<file path="config.mk">
export PLATFORM = sky130hd
export DESIGN_NAME = disc_neighborhood_scanner
export DESIGN_NICKNAME = d
export VERILOG_FILES = /design/src/sv/dns_pkg.sv /design/src/sv/dns_ctrl.sv /design/src/sv/dns_datapath.sv /design/src/sv/disc_neighborhood_scanner.sv
export SDC_FILE = /design/constraint.sdc
export NUM_CORES = 1
export LEC_CHECK = 0
export ABC_AREA = 1
export BUFFER_PORTS_ARGS = -buffer_cell sky130_fd_sc_hd__buf_2
export CORE_UTILIZATION = 28
export CTS_CLUSTER_DIAMETER = 80
export DETAILED_ROUTE_END_ITERATION = 8
export PLACE_DENSITY = 0.38
export SLEW_MARGIN = 20
export SYNTH_ARGS = -nofsm -noshare
export SYNTH_HDL_FRONTEND = slang
export SYNTH_SLANG_ARGS = --single-unit
</file>
<file path="constraint.sdc">
create_clock -name clock -period 9.65 [get_ports clock]
set_clock_uncertainty 0.05 [all_clocks]
set_input_delay 1.4475 -clock clock [delete_from_list [all_inputs] [get_ports clock]]
set_output_delay 1.4475 -clock clock [all_outputs]
set_load 0.005 [all_outputs]
</file>
<file path="src/sv/dns_pkg.sv">
// ----------------------------------------------------------------------------
// dns_pkg
// shared widths, register indexes, shape codes and controller/datapath links
// for the disc neighborhood scanner
// ----------------------------------------------------------------------------
package dns_pkg;

   localparam int COORD_W    = 7;
   localparam int RADIUS_W   = 8;
   localparam int MODE_W     = 2;
   localparam int OFF_W      = 9;    // offset magnitudes
   localparam int BUD_W      = 18;   // signed running budgets
   localparam int COST_W     = 10;   // signed running step costs
   localparam int SBUD_W     = 17;   // budget latched at restart
   localparam int PHASE_W    = 3;
   localparam int POS_W      = OFF_W + 2;  // signed candidate position
   localparam int CSR_IDX_W  = 3;
   localparam int CSR_DATA_W = 8;

   localparam int DEF_MAP_WIDTH  = 128;
   localparam int DEF_MAP_HEIGHT = 128;

   // register indexes
   localparam logic [CSR_IDX_W-1:0] CSR_CENTER_X    = 3'd0;
   localparam logic [CSR_IDX_W-1:0] CSR_CENTER_Y    = 3'd1;
   localparam logic [CSR_IDX_W-1:0] CSR_RADIUS      = 3'd2;
   localparam logic [CSR_IDX_W-1:0] CSR_SHAPE_MODE  = 3'd3;
   localparam logic [CSR_IDX_W-1:0] CSR_SKIP_CENTER = 3'd4;

   // shape modes
   localparam logic [MODE_W-1:0] MODE_BOUND  = 2'd0;
   localparam logic [MODE_W-1:0] MODE_POINTY = 2'd1;
   localparam logic [MODE_W-1:0] MODE_ROUND  = 2'd2;
   localparam logic [MODE_W-1:0] MODE_SQUARE = 2'd3;

   // quadrant phase that moves on to the next offset
   localparam logic [PHASE_W-1:0] PHASE_MOVE = 3'd4;

   typedef struct packed {
      logic init_scan;
      logic step_phase;
      logic step_col;
      logic step_row;
      logic wrap_row;
      logic end_scan;
      logic capture_cell;
      logic capture_done;
      logic load_out;
   } dns_cmd_type;

   typedef struct packed {
      logic active;
      logic phase_move;
      logic phase_skip;
      logic in_map;
      logic col_neg;
      logic row_neg;
      logic out_free;
   } dns_status_type;

endpackage

</file>
<file path="src/sv/dns_ctrl.sv">
// ----------------------------------------------------------------------------
// dns_ctrl
// sequencer for the scanner: accepts a transaction, walks the datapath
// through mirror candidates and offset moves, hands the result out
// ----------------------------------------------------------------------------
module dns_ctrl (
   input  logic                    clock,
   input  logic                    reset,
   input  logic                    req_valid,
   input  logic                    req_restart,
   output logic                    req_ready,
   input  dns_pkg::dns_status_type sts,
   output dns_pkg::dns_cmd_type    cmd
);
   import dns_pkg::*;

   typedef enum logic [5:0] {
      ST_IDLE = 6'b000001,
      ST_LOAD = 6'b000010,
      ST_SCAN = 6'b000100,
      ST_MOVE = 6'b001000,
      ST_ROW  = 6'b010000,
      ST_EMIT = 6'b100000
   } state_type;

   state_type state_ff, state_in;

   always_comb begin
      state_in  = state_ff;
      cmd       = '0;
      req_ready = 1'b0;
      case (state_ff)
         ST_IDLE: begin
            req_ready = 1'b1;
            if (req_valid) begin
               if (req_restart) begin
                  state_in = ST_LOAD;
               end else if (sts.active) begin
                  state_in = ST_SCAN;
               end else begin
                  cmd.capture_done = 1'b1;
                  state_in         = ST_EMIT;
               end
            end
         end
         ST_LOAD: begin
            cmd.init_scan = 1'b1;
            state_in      = ST_SCAN;
         end
         ST_SCAN: begin
            if (sts.phase_move) begin
               cmd.step_col = 1'b1;
               state_in     = ST_MOVE;
            end else begin
               cmd.step_phase = 1'b1;
               if (!sts.phase_skip && sts.in_map) begin
                  cmd.capture_cell = 1'b1;
                  state_in         = ST_EMIT;
               end
            end
         end
         ST_MOVE: begin
            if (sts.col_neg) begin
               cmd.step_row = 1'b1;
               state_in     = ST_ROW;
            end else begin
               state_in = ST_SCAN;
            end
         end
         ST_ROW: begin
            if (sts.row_neg) begin
               cmd.end_scan     = 1'b1;
               cmd.capture_done = 1'b1;
               state_in         = ST_EMIT;
            end else begin
               cmd.wrap_row = 1'b1;
               state_in     = ST_SCAN;
            end
         end
         ST_EMIT: begin
            if (sts.out_free) begin
               cmd.load_out = 1'b1;
               state_in     = ST_IDLE;
            end
         end
         default: begin
            state_in = ST_IDLE;
         end
      endcase
   end

   always_ff @(posedge clock) begin
      if (reset) begin
         state_ff <= ST_IDLE;
      end else begin
         state_ff <= state_in;
      end
   end

endmodule

</file>
<file path="src/sv/dns_datapath.sv">
// ----------------------------------------------------------------------------
// dns_datapath
// configuration registers, scan state (offsets, budgets, costs, phase),
// candidate position and clipping, result hold and output register
// ----------------------------------------------------------------------------
module dns_datapath #(
   parameter int MAP_WIDTH  = dns_pkg::DEF_MAP_WIDTH,
   parameter int MAP_HEIGHT = dns_pkg::DEF_MAP_HEIGHT
) (
   input  logic                             clock,
   input  logic                             reset,
   input  logic                             csr_write_enable,
   input  logic [dns_pkg::CSR_IDX_W-1:0]    csr_index,
   input  logic [dns_pkg::CSR_DATA_W-1:0]   csr_data,
   input  dns_pkg::dns_cmd_type             cmd,
   output dns_pkg::dns_status_type          sts,
   input  logic                             rsp_ready,
   output logic                             rsp_valid,
   output logic [dns_pkg::COORD_W-1:0]      rsp_cell_x,
   output logic [dns_pkg::COORD_W-1:0]      rsp_cell_y,
   output logic                             rsp_done_res
);
   import dns_pkg::*;

   // configuration
   logic [COORD_W-1:0]  center_x_ff, center_y_ff;
   logic [RADIUS_W-1:0] radius_ff;
   logic [MODE_W-1:0]   shape_mode_ff;
   logic                skip_center_ff;

   // scan state
   logic [OFF_W-1:0]         offset_x_ff, offset_y_ff;
   logic signed [BUD_W-1:0]  row_budget_ff, col_budget_ff;
   logic signed [COST_W-1:0] row_cost_ff, col_cost_ff;
   logic [PHASE_W-1:0]       phase_ff;
   logic [SBUD_W-1:0]        scan_budget_ff;
   logic                     active_ff;

   // result hold and output register
   logic [COORD_W-1:0] res_x_ff, res_y_ff;
   logic               res_done_ff;
   logic [COORD_W-1:0] out_x_ff, out_y_ff;
   logic               out_done_ff;
   logic               out_valid_ff, out_valid_in;

   logic                     square;
   logic signed [COST_W-1:0] inc, start_cost, col_cost_step, row_cost_step;
   logic [2*RADIUS_W-1:0]    r_sq;
   logic [SBUD_W-1:0]        budget_init;
   logic [POS_W-1:0]         base_x, base_y, off_x, off_y, pos_x, pos_y;
   logic                     x_ok, y_ok;

   assign square     = (shape_mode_ff == MODE_SQUARE);
   assign inc        = square ? COST_W'(0) : COST_W'(2);
   assign start_cost = square ? COST_W'(1) : -COST_W'(1);
   assign col_cost_step = col_cost_ff + inc;
   assign row_cost_step = row_cost_ff + inc;

   // budget taken at restart
   assign r_sq = radius_ff * radius_ff;
   always_comb begin
      case (shape_mode_ff)
         MODE_POINTY: budget_init = {1'b0, r_sq};
         MODE_ROUND:  budget_init = {1'b0, r_sq} + SBUD_W'(1);
         default:     budget_init = {{(SBUD_W-RADIUS_W){1'b0}}, radius_ff};
      endcase
   end

   // mirrored candidate, phase bit 1 negates x and bit 0 negates y
   assign base_x = {{(POS_W-COORD_W){1'b0}}, center_x_ff};
   assign base_y = {{(POS_W-COORD_W){1'b0}}, center_y_ff};
   assign off_x  = {2'b00, offset_x_ff};
   assign off_y  = {2'b00, offset_y_ff};
   assign pos_x  = phase_ff[1] ? base_x - off_x : base_x + off_x;
   assign pos_y  = phase_ff[0] ? base_y - off_y : base_y + off_y;
   assign x_ok   = !pos_x[POS_W-1] && (pos_x[POS_W-2:0] < (POS_W-1)'(MAP_WIDTH));
   assign y_ok   = !pos_y[POS_W-1] && (pos_y[POS_W-2:0] < (POS_W-1)'(MAP_HEIGHT));

   assign sts.active     = active_ff;
   assign sts.phase_move = (phase_ff == PHASE_MOVE);
   assign sts.phase_skip = (phase_ff[1] && (offset_x_ff == '0))
                        || (phase_ff[0] && (offset_y_ff == '0));
   assign sts.in_map     = x_ok && y_ok;
   assign sts.col_neg    = col_budget_ff[BUD_W-1];
   assign sts.row_neg    = row_budget_ff[BUD_W-1];
   assign sts.out_free   = !out_valid_ff || rsp_ready;

   always_comb begin
      out_valid_in = out_valid_ff;
      if (cmd.load_out) begin
         out_valid_in = 1'b1;
      end else if (rsp_ready) begin
         out_valid_in = 1'b0;
      end
   end

   // control state
   always_ff @(posedge clock) begin
      if (reset) begin
         center_x_ff    <= '0;
         center_y_ff    <= '0;
         radius_ff      <= '0;
         shape_mode_ff  <= MODE_BOUND;
         skip_center_ff <= 1'b0;
         phase_ff       <= '0;
         active_ff      <= 1'b0;
         out_valid_ff   <= 1'b0;
      end else begin
         out_valid_ff <= out_valid_in;
         if (csr_write_enable) begin
            case (csr_index)
               CSR_CENTER_X:    center_x_ff    <= csr_data[COORD_W-1:0];
               CSR_CENTER_Y:    center_y_ff    <= csr_data[COORD_W-1:0];
               CSR_RADIUS:      radius_ff      <= csr_data[RADIUS_W-1:0];
               CSR_SHAPE_MODE:  shape_mode_ff  <= csr_data[MODE_W-1:0];
               CSR_SKIP_CENTER: skip_center_ff <= csr_data[0];
               default: ;
            endcase
         end
         if (cmd.init_scan) begin
            phase_ff  <= skip_center_ff ? PHASE_W'(1) : PHASE_W'(0);
            active_ff <= 1'b1;
         end else if (cmd.step_phase) begin
            phase_ff <= phase_ff + PHASE_W'(1);
         end else if (cmd.step_col) begin
            phase_ff <= '0;
         end
         if (cmd.end_scan) begin
            active_ff <= 1'b0;
         end
      end
   end

   // scan payload
   always_ff @(posedge clock) begin
      if (cmd.init_scan) begin
         scan_budget_ff <= budget_init;
         row_budget_ff  <= {1'b0, budget_init};
         col_budget_ff  <= {1'b0, budget_init};
         row_cost_ff    <= start_cost;
         col_cost_ff    <= start_cost;
         offset_x_ff    <= '0;
         offset_y_ff    <= '0;
      end
      if (cmd.step_col) begin
         offset_x_ff   <= offset_x_ff + OFF_W'(1);
         col_cost_ff   <= col_cost_step;
         col_budget_ff <= col_budget_ff
                          - {{(BUD_W-COST_W){col_cost_step[COST_W-1]}}, col_cost_step};
      end
      if (cmd.step_row) begin
         offset_y_ff   <= offset_y_ff + OFF_W'(1);
         row_cost_ff   <= row_cost_step;
         row_budget_ff <= row_budget_ff
                          - {{(BUD_W-COST_W){row_cost_step[COST_W-1]}}, row_cost_step};
      end
      if (cmd.wrap_row) begin
         offset_x_ff   <= '0;
         col_cost_ff   <= start_cost;
         col_budget_ff <= square ? {1'b0, scan_budget_ff} : row_budget_ff;
      end
      if (cmd.capture_cell) begin
         res_x_ff    <= pos_x[COORD_W-1:0];
         res_y_ff    <= pos_y[COORD_W-1:0];
         res_done_ff <= 1'b0;
      end else if (cmd.capture_done) begin
         res_x_ff    <= '0;
         res_y_ff    <= '0;
         res_done_ff <= 1'b1;
      end
      if (cmd.load_out) begin
         out_x_ff    <= res_x_ff;
         out_y_ff    <= res_y_ff;
         out_done_ff <= res_done_ff;
      end
   end

   assign rsp_valid    = out_valid_ff;
   assign rsp_cell_x   = out_x_ff;
   assign rsp_cell_y   = out_y_ff;
   assign rsp_done_res = out_done_ff;

endmodule

</file>
<file path="src/sv/disc_neighborhood_scanner.sv">
// sequence: a restart passes the load state, each mirror candidate is tried in scan,
//   a column move passes move, a row wrap passes row, then emit loads the output register
// throughput: one transaction at a time; the sequencer walks the single candidate/step path
//   one step a cycle, but waits in emit while a held response is not yet taken
// reset: synchronous active high; configuration and phase to zero, scan finished, output empty
// ----------------------------------------------------------------------------
// disc_neighborhood_scanner
// produces, one per transaction, the map cells of a disc or square around
// a configured center, mirrored four ways and clipped to the map
// ----------------------------------------------------------------------------
module disc_neighborhood_scanner #(
   parameter int MAP_WIDTH  = dns_pkg::DEF_MAP_WIDTH,
   parameter int MAP_HEIGHT = dns_pkg::DEF_MAP_HEIGHT
) (
   input  logic                           clock,
   input  logic                           reset,
   // configuration writes
   input  logic                           csr_write_enable,
   input  logic [dns_pkg::CSR_IDX_W-1:0]  csr_index,
   input  logic [dns_pkg::CSR_DATA_W-1:0] csr_data,
   // request channel: restart or advance
   input  logic                           req_valid,
   output logic                           req_ready,
   input  logic                           req_restart,
   // response channel: one cell or done per transaction
   output logic                           rsp_valid,
   input  logic                           rsp_ready,
   output logic [dns_pkg::COORD_W-1:0]    rsp_cell_x,
   output logic [dns_pkg::COORD_W-1:0]    rsp_cell_y,
   output logic                           rsp_done_res
);
   import dns_pkg::*;

   // command and status between sequencer and datapath
   dns_cmd_type    cmd;
   dns_status_type sts;

   // sequencer: idle -> load (restart) -> scan/move/row loop -> emit -> idle
   // an advance with the scan finished goes straight to emit with done set
   dns_ctrl u_ctrl (
      .clock       (clock),
      .reset       (reset),
      .req_valid   (req_valid),
      .req_restart (req_restart),
      .req_ready   (req_ready),
      .sts         (sts),
      .cmd         (cmd)
   );

   // datapath: config registers, offsets and budgets, candidate clipping,
   // result hold and the output register that frees the request side
   dns_datapath #(
      .MAP_WIDTH  (MAP_WIDTH),
      .MAP_HEIGHT (MAP_HEIGHT)
   ) u_datapath (
      .clock            (clock),
      .reset            (reset),
      .csr_write_enable (csr_write_enable),
      .csr_index        (csr_index),
      .csr_data         (csr_data),
      .cmd              (cmd),
      .sts              (sts),
      .rsp_ready        (rsp_ready),
      .rsp_valid        (rsp_valid),
      .rsp_cell_x       (rsp_cell_x),
      .rsp_cell_y       (rsp_cell_y),
      .rsp_done_res     (rsp_done_res)
   );

endmodule

</file>
# Yosys cells after proc, flatten, opt, wreduce, memory -nomap -nowiden
# Index checks and enable logic that the tools add are counted.
dict set report totals {
  regBits 157
  inputBits 17
}
dict set report op_classes {
  order_cmp 2
  n_mul 1
  reduce_logical 28
  n_addsub 12
  mux 54
  eq_ne 17
}
# cell count
set op_table {}
lappend op_table {{2-to-1 mux 18 bit} 5}
lappend op_table {{2-to-1 mux 10 bit} 5}
lappend op_table {{2-to-1 mux 6 bit} 7}
lappend op_table {{case mux 6 bit (6 select lines)} 1}
lappend op_table {{subtractor 18 bit} 2}
lappend op_table {{case mux 17 bit (2 select lines)} 1}
lappend op_table {{2-to-1 mux 9 bit} 3}
lappend op_table {{2-to-1 mux 11 bit} 2}
lappend op_table {{2-to-1 mux 7 bit} 3}
lappend op_table {{adder 10 bit} 2}
lappend op_table {{adder 7 x 9 -> 10 bit} 2}
lappend op_table {{< comparator 10 x 8 -> 1 bit (second input constant)} 2}
lappend op_table {{subtractor 7 x 9 -> 10 bit} 2}
lappend op_table {{2-to-1 mux 1 bit} 19}
lappend op_table {{adder 9 x 1 -> 9 bit (second input constant)} 2}
lappend op_table {{logical NOT 9 bit} 2}
lappend op_table {{adder 16 x 1 -> 17 bit (second input constant)} 1}
lappend op_table {{multiplier 8 x 8 -> 16 bit} 1}
lappend op_table {{AND reduction 2 bit} 5}
lappend op_table {{2-to-1 mux 3 bit} 3}
lappend op_table {{nonzero test 2 bit} 4}
lappend op_table {{== test 3 x 2 -> 1 bit (second input constant)} 2}
lappend op_table {{== test 3 bit (second input constant)} 2}
lappend op_table {{== test 6 x 1 -> 1 bit (second input constant)} 1}
lappend op_table {{other kinds (21)} 35}

# Longest topological paths before layout
dict set report logic_depth {
  depth_word 10
  mapped_depth 22
  mapped_depth_nobuf 21
}

# Hierarchy
# Synthesis repeated with hierarchy kept, for this count alone.
dict set report unflattened {
  cells_unflattened 1552
  area_unflattened_um2 11984.0
}
# module area_each_um2 cells_per_inst instances
set by_module_without_submodules {}
lappend by_module_without_submodules {dns_datapath 11483.5 1477 1}
lappend by_module_without_submodules {dns_ctrl 500.5 75 1}

# Worst setup path before layout
# No wires, ideal clock.
dict set report synth_timing {
  path_type {flip-flop to flip-flop}
  startpoint {register u_datapath.radius_ff[5]}
  endpoint {register u_datapath.col_budget_ff[15], data pin}
  arrival_time_ns 4.059
  setup_time_ns 0.261
  slack_ns 5.280
  path_buffers 1
  stages_incl_launch_ff 21
  path_cell_list {dfxtp_1 > clkbuf_1 > nand2_1 > inv_1 > fa_1 > fa_1 > inv_1 > fa_1 > fa_1 > inv_1 > ha_1 > inv_1 > nor3_1 > nand2_1 > o211ai_1 > nand2_1 > nand3b_1 > xor2_1 > nor2_1 > nand2_1 > nand3_1}
}
dict set report synth_via {
  elab_chain_len 6
}
# element line
set synth_lines {}
lappend synth_lines {{from (decl)} dns_datapath.sv:27} ;# logic [RADIUS_W-1:0] radius_ff;
lappend synth_lines {{from (signal assigned)} dns_datapath.sv:114} ;# CSR_RADIUS: radius_ff <= csr_data[RADIUS_W-1:0];
lappend synth_lines {{multiplier 8 x 8 -> 16 bit *} dns_datapath.sv:60} ;# assign r_sq = radius_ff * radius_ff;
lappend synth_lines {{adder 16 x 1 -> 17 bit} dns_datapath.sv:64} ;# MODE_ROUND: budget_init = {1'b0, r_sq} + SBUD_W'(1);
lappend synth_lines {{case mux 17 bit (2 select lines) *} dns_datapath.sv:62} ;# case (shape_mode_ff)
lappend synth_lines {{via u_datapath.budget_init[15]} dns_datapath.sv:49} ;# logic [SBUD_W-1:0] budget_init;
lappend synth_lines {{2-to-1 mux 18 bit *} dns_datapath.sv:136} ;# if (cmd.init_scan) begin
lappend synth_lines {{2-to-1 mux 18 bit *} dns_datapath.sv:145} ;# if (cmd.step_col) begin
lappend synth_lines {{2-to-1 mux 18 bit *} dns_datapath.sv:157} ;# if (cmd.wrap_row) begin
lappend synth_lines {{to (signal assigned)} dns_datapath.sv:139} ;# col_budget_ff <= {1'b0, budget_init};
lappend synth_lines {{to (signal assigned)} dns_datapath.sv:148} ;# col_budget_ff <= col_budget_ff
lappend synth_lines {{to (signal assigned)} dns_datapath.sv:160} ;# col_budget_ff <= square ? {1'b0, scan_budget_ff} : row_budget_ff;
lappend synth_lines {{to (decl)} dns_datapath.sv:33} ;# logic signed [BUD_W-1:0] row_budget_ff, col_budget_ff;
# The timed path passes the listed nets; every way through them passes the cells marked *. The select of a mux whose other input is x is not followed.
# A chain may end at the register's enable or synchronous reset.

# Worst setup path in the final report
dict set report layout_timing {
  startpoint {register u_datapath.radius_ff[3]}
  endpoint {register u_datapath.col_budget_ff[14], data pin}
}
# The elaborated chain is that of the path after synthesis.

==> results.md <==
- The post-synth design cell area is 11500 um^2.
- Timing would allow up to 211.6 MHz.
- The share of the cycle needed by the critical path after routing is 0.4898.
- The final hold violation count is 0.
- The synthesized design contains 108 enable-type register cells.
- Clock-pin slew was measured on the worst setup and hold paths at 70 ps.
- The count of buffers added on input and output ports is 33.
- Compared with the post-synthesis result, the final layout area differs by 11.04%.
- The initial antenna violation count is 0.
- The count of placed standard cells in the final layout, fillers left out is 2035.
- The critical path data required time is 9910 ps.
- The top flip-flop cell by instance count after synthesis is sky130_fd_sc_hd__edfxtp_1.
- The design draws 1.622 mW.
- The kind of critical path is reg -> reg.
- The total area inside the core boundary comes to 40100 um^2.
- The floorplan row count is 73.
- The worst register-to-register path has a depth of 18.
- The run finished with clean final reports.
- The worst setup path is captured at a flop.
- The clock buffer count from CTS is 17.
- Synthesis produced a netlist whose cell count is 1473.
- The utilization of the core after routing is 0.3184.
- The later pin in the worst-skew pair is clocked with a latency of 450 ps.
- The via count of the first global-routing pass came to 9489.
- The TritonCTS clock tree is yes.
- Once placement completed, the tool counted placed cells totaling 2003.
- The number of routed nets with antenna violations is 0.
- The overall routing resource usage is 0.1575.
- The worst pin sits at a relative slew slack of 0.4357.
- The number of setup violations in the final report is 0.
- The library cells used most frequently in the layout, excluding fill and tap cells, are 322 x sky130_fd_sc_hd__nand2_1, 221 x sky130_fd_sc_hd__inv_1, 128 x sky130_fd_sc_hd__nor2_1, 116 x sky130_fd_sc_hd__o21ai_0, 114 x sky130_fd_sc_hd__a21oi_1.
- After synthesis the netlist holds a flip-flop and latch count of 154.
- The share of the Yosys chip area taken by registers is 0.3621.
- The total number of H-tree levels is 4.
- Of the cells placed in the final design, the portion with a size suffix greater than 1 is 0.07748.
- The largest stage delay on the critical path is 550 ps.
- Entering global routing, the biggest net connects 44 pins.
- Using the TritonRoute via totals, the vias-per-cell ratio works out to 4.642.
- The total iterations of the first detailed-routing run is 5.
- The class of the tightest hold or removal check is reg -> reg.
- The highest ir drop seen on vdd is 122.2 uV.
- The remaining global-route overflow is 0.
- The tree built by TritonCTS fans out to 154 sinks.
- The sort of element at the start of the critical path is a flop.
- In this run the power density over the cells is 127.0 nW/um^2.
- The slowest cell on the critical path is sky130_fd_sc_hd__dfxtp_1.
- The worst register-to-register path ends at u_datapath.col_budget_ff[14]$_DFFE_PP_.
- The x dimension of the die is 204.6 um.
- The Yosys step of the flow raised 0 warnings.
- For flop-to-flop paths, the worst setup slack is 4920 ps.
- The total wire length is 31560 um.
- For this design the static power due to leakage is 5.697 nW.
- The final-stage net count is 1646.
- For this configuration, the core starts out at a cell density of 0.2868.
- Max-cap violations in this run came to 0.
- Along the worst path, the maximum fanout reaches 10.
- The destination of the critical timing path is u_datapath.col_budget_ff[14]$_DFFE_PP_.
- The diode insertion count for antenna repair is 0.
- Traced cell by cell, the critical path runs through nand2_1 > inv_1 > fa_1 > fa_1 > inv_1 > fa_1 > fa_1 > inv_1 > ha_1 > nand2_1 > o21ai_0 > a21o_1 > nand2_1 > o21ai_0 > o21ai_0 > a21oi_1 > nand2_1 > nand3_1.
- The congestion estimate from routability-driven global placement came to 0.8336.
- Dividing the detail-routed wire length by the instance count gives 15.51 um.
- The number of distinct standard cells referenced by the synthesized netlist is 52.
- The die boundary height is 204.6 um.
- A synthesized cell averages 7.806 um^2.
- At the worst endpoint, the arrival time is 4980 ps.
- The async set-or-reset flop fraction in the synthesized netlist is 0.
- Setup total negative slack on the finished layout was measured at 0 ps.
- The maximum buffer depth of the clock tree is 2.
- During I/O placement, the number of pins put on the boundary was 34.
- The number of nets in the synthesized netlist is 1622.
- Summing over every cut layer, the via total after detailed routing is 9447.
- After detailed routing, the number of remaining DRC violations is 0.
- The floorplan step defined a die boundary enclosing 41880 um^2.
- Once the clock tree was built, the setup fixing pass inserted 0 buffers.
- The quantity of hold-fixing buffers added after cts is 0.
- Setup repair after global routing left no endpoint under its margin.
- The timing startpoint of the critical path is u_datapath.radius_ff[3]$_SDFFE_PP0P_.
- The launch instance of the worst register-to-register path is u_datapath.radius_ff[3]$_SDFFE_PP0P_.
- The global-route wire length before repair is 51130 um.
- For the finished layout, the period the worst path requires is 4727 ps.
- The final count of pins violating max slew is 0.
- Gates resized during post-CTS repair numbered 0.
- In this run the clock root is driven by a sky130_fd_sc_hd__clkbuf_16.
- The most common library cell in the layout ignoring fill and taps is sky130_fd_sc_hd__nand2_1.
- For the pin with the worst max-slew slack, the measured transition is 843.6 ps.
- The iteration-0 DRC count of the detailed router is 427.
- After legalization and detailed placement, the total HPWL measured 24790 um.
==> synthesized netlist by cell type, types with 4 or more instances <==
master	instances	share of area
sky130_fd_sc_hd__o21ai_0	116	0.050
sky130_fd_sc_hd__nor2_2	12	0.0065
sky130_fd_sc_hd__inv_2	8	0.0026
sky130_fd_sc_hd__dfxtp_1	46	0.080
sky130_fd_sc_hd__nor2_1	128	0.042
sky130_fd_sc_hd__a211oi_1	5	0.0033
sky130_fd_sc_hd__xor2_1	21	0.016
sky130_fd_sc_hd__nand4_1	13	0.0071
sky130_fd_sc_hd__edfxtp_1	108	0.28
sky130_fd_sc_hd__a21o_1	4	0.0026
sky130_fd_sc_hd__fa_1	31	0.054
sky130_fd_sc_hd__o211ai_1	5	0.0033
sky130_fd_sc_hd__buf_2	5	0.0022
sky130_fd_sc_hd__a21oi_1	114	0.050
sky130_fd_sc_hd__inv_1	221	0.072
sky130_fd_sc_hd__xnor2_1	13	0.0099
sky130_fd_sc_hd__nand2_1	322	0.11
sky130_fd_sc_hd__or2_2	15	0.0082
sky130_fd_sc_hd__nand3_1	58	0.025
sky130_fd_sc_hd__o21ai_1	8	0.0035
sky130_fd_sc_hd__nor4_1	4	0.0022
sky130_fd_sc_hd__nand3b_1	9	0.0059
sky130_fd_sc_hd__clkbuf_1	28	0.0091
sky130_fd_sc_hd__o31ai_1	4	0.0026
sky130_fd_sc_hd__nor3_1	24	0.010
sky130_fd_sc_hd__ha_1	101	0.11
==> critical path, delay by kind of cell (launching register included) <==
family / cells / cell delay, ps
compound gates: 5 / 980
fa+ha+maj: 5 / 2350
buf+inv: 3 / 190
flops: 1 / 550
simple gates: 5 / 470
==> metrics by stage <==
stage | cell area, um^2 | setup slack (ps) | hold WS (ps)
2_1_floorplan | 11500 | 5280 | 350.3
3_3_place_gp | 12230 | 4828 | 355.6
3_5_place_dp | 12230 | 4867 | 355.7
4_1_cts | 12770 | 4838 | 372.4
5_1_grt | 12770 | 4435 | 377.3
6_report | 12770 | 4923 | 371.3
==> metal layers <==
layer  up-vias  track usage  wire (um)
met5         -            0          0
met4         0      0.04398        426
met3        25      0.02100        515
met2        86       0.2524      14140
met1      4421       0.2201      16480
li1       4915            -          -
==> power by group <==
part	switching [mW]	internal, mW
clock network	0.315	0.335
logic	0.144	0.0767
registers	0.0216	0.730
==> cells by family (layout without fill, tap and decap cells) <==
logic type,count (synthesis),in the layout,share of synthesized area
AO/OA/AOI/OAI,290,290,0.1392
XOR/XNOR,34,34,0.02590
adder cells (fa/ha/maj),132,132,0.1639
buffers and inverters,270,307,0.09042
flip-flops,154,154,0.3621
multiplexers,1,1,0.0008705
AND/OR/NAND/NOR,592,592,0.2176
==> state kept, by name (all words and copies together), names as in the netlist, 8 cells and up <==
name / cells
u_datapath.scan_budget_ff: 16
u_datapath.offset_y_ff: 9
u_datapath.radius_ff: 8
u_datapath.offset_x_ff: 9
u_datapath.col_budget_ff: 18
u_datapath.col_cost_ff: 9
u_datapath.row_cost_ff: 9
u_datapath.row_budget_ff: 18
==> worst min path at each step <==
| stage | from | end | slack (ps) | cells past startpoint |
|---|---|---|---|---|
| floorplan | u_datapath.res_x_ff[0]$_SDFFCE_PN0P_ | u_datapath.rsp_cell_x[0]$_DFFE_PP_ | 350 | 0 |
| global placement | u_datapath.res_x_ff[6]$_SDFFCE_PN0P_ | u_datapath.rsp_cell_x[6]$_DFFE_PP_ | 360 | 0 |
| detailed placement | u_datapath.res_x_ff[1]$_SDFFCE_PN0P_ | u_datapath.rsp_cell_x[1]$_DFFE_PP_ | 360 | 0 |
| CTS | u_datapath.res_x_ff[1]$_SDFFCE_PN0P_ | u_datapath.rsp_cell_x[1]$_DFFE_PP_ | 370 | 0 |
| global route | u_datapath.res_x_ff[1]$_SDFFCE_PN0P_ | u_datapath.rsp_cell_x[1]$_DFFE_PP_ | 380 | 0 |
| finish | u_datapath.res_x_ff[2]$_SDFFCE_PN0P_ | u_datapath.rsp_cell_x[2]$_DFFE_PP_ | 370 | 0 |
==> cell type report <==
| type | instances | area (um^2) |
|---|---|---|
| clock buffers | 17 | 425.4 |
| clock inverters | 15 | 116.4 |
| fillers | 4302 | 27330 |
| inverters | 232 | 870.8 |
| multi-input cells | 1049 | 6295 |
| flip-flops and latches | 154 | 4164 |
| well taps | 525 | 656.9 |
| repair buffers | 43 | 240.2 |
No activity file was read; power rests on OpenSTA's default activity.
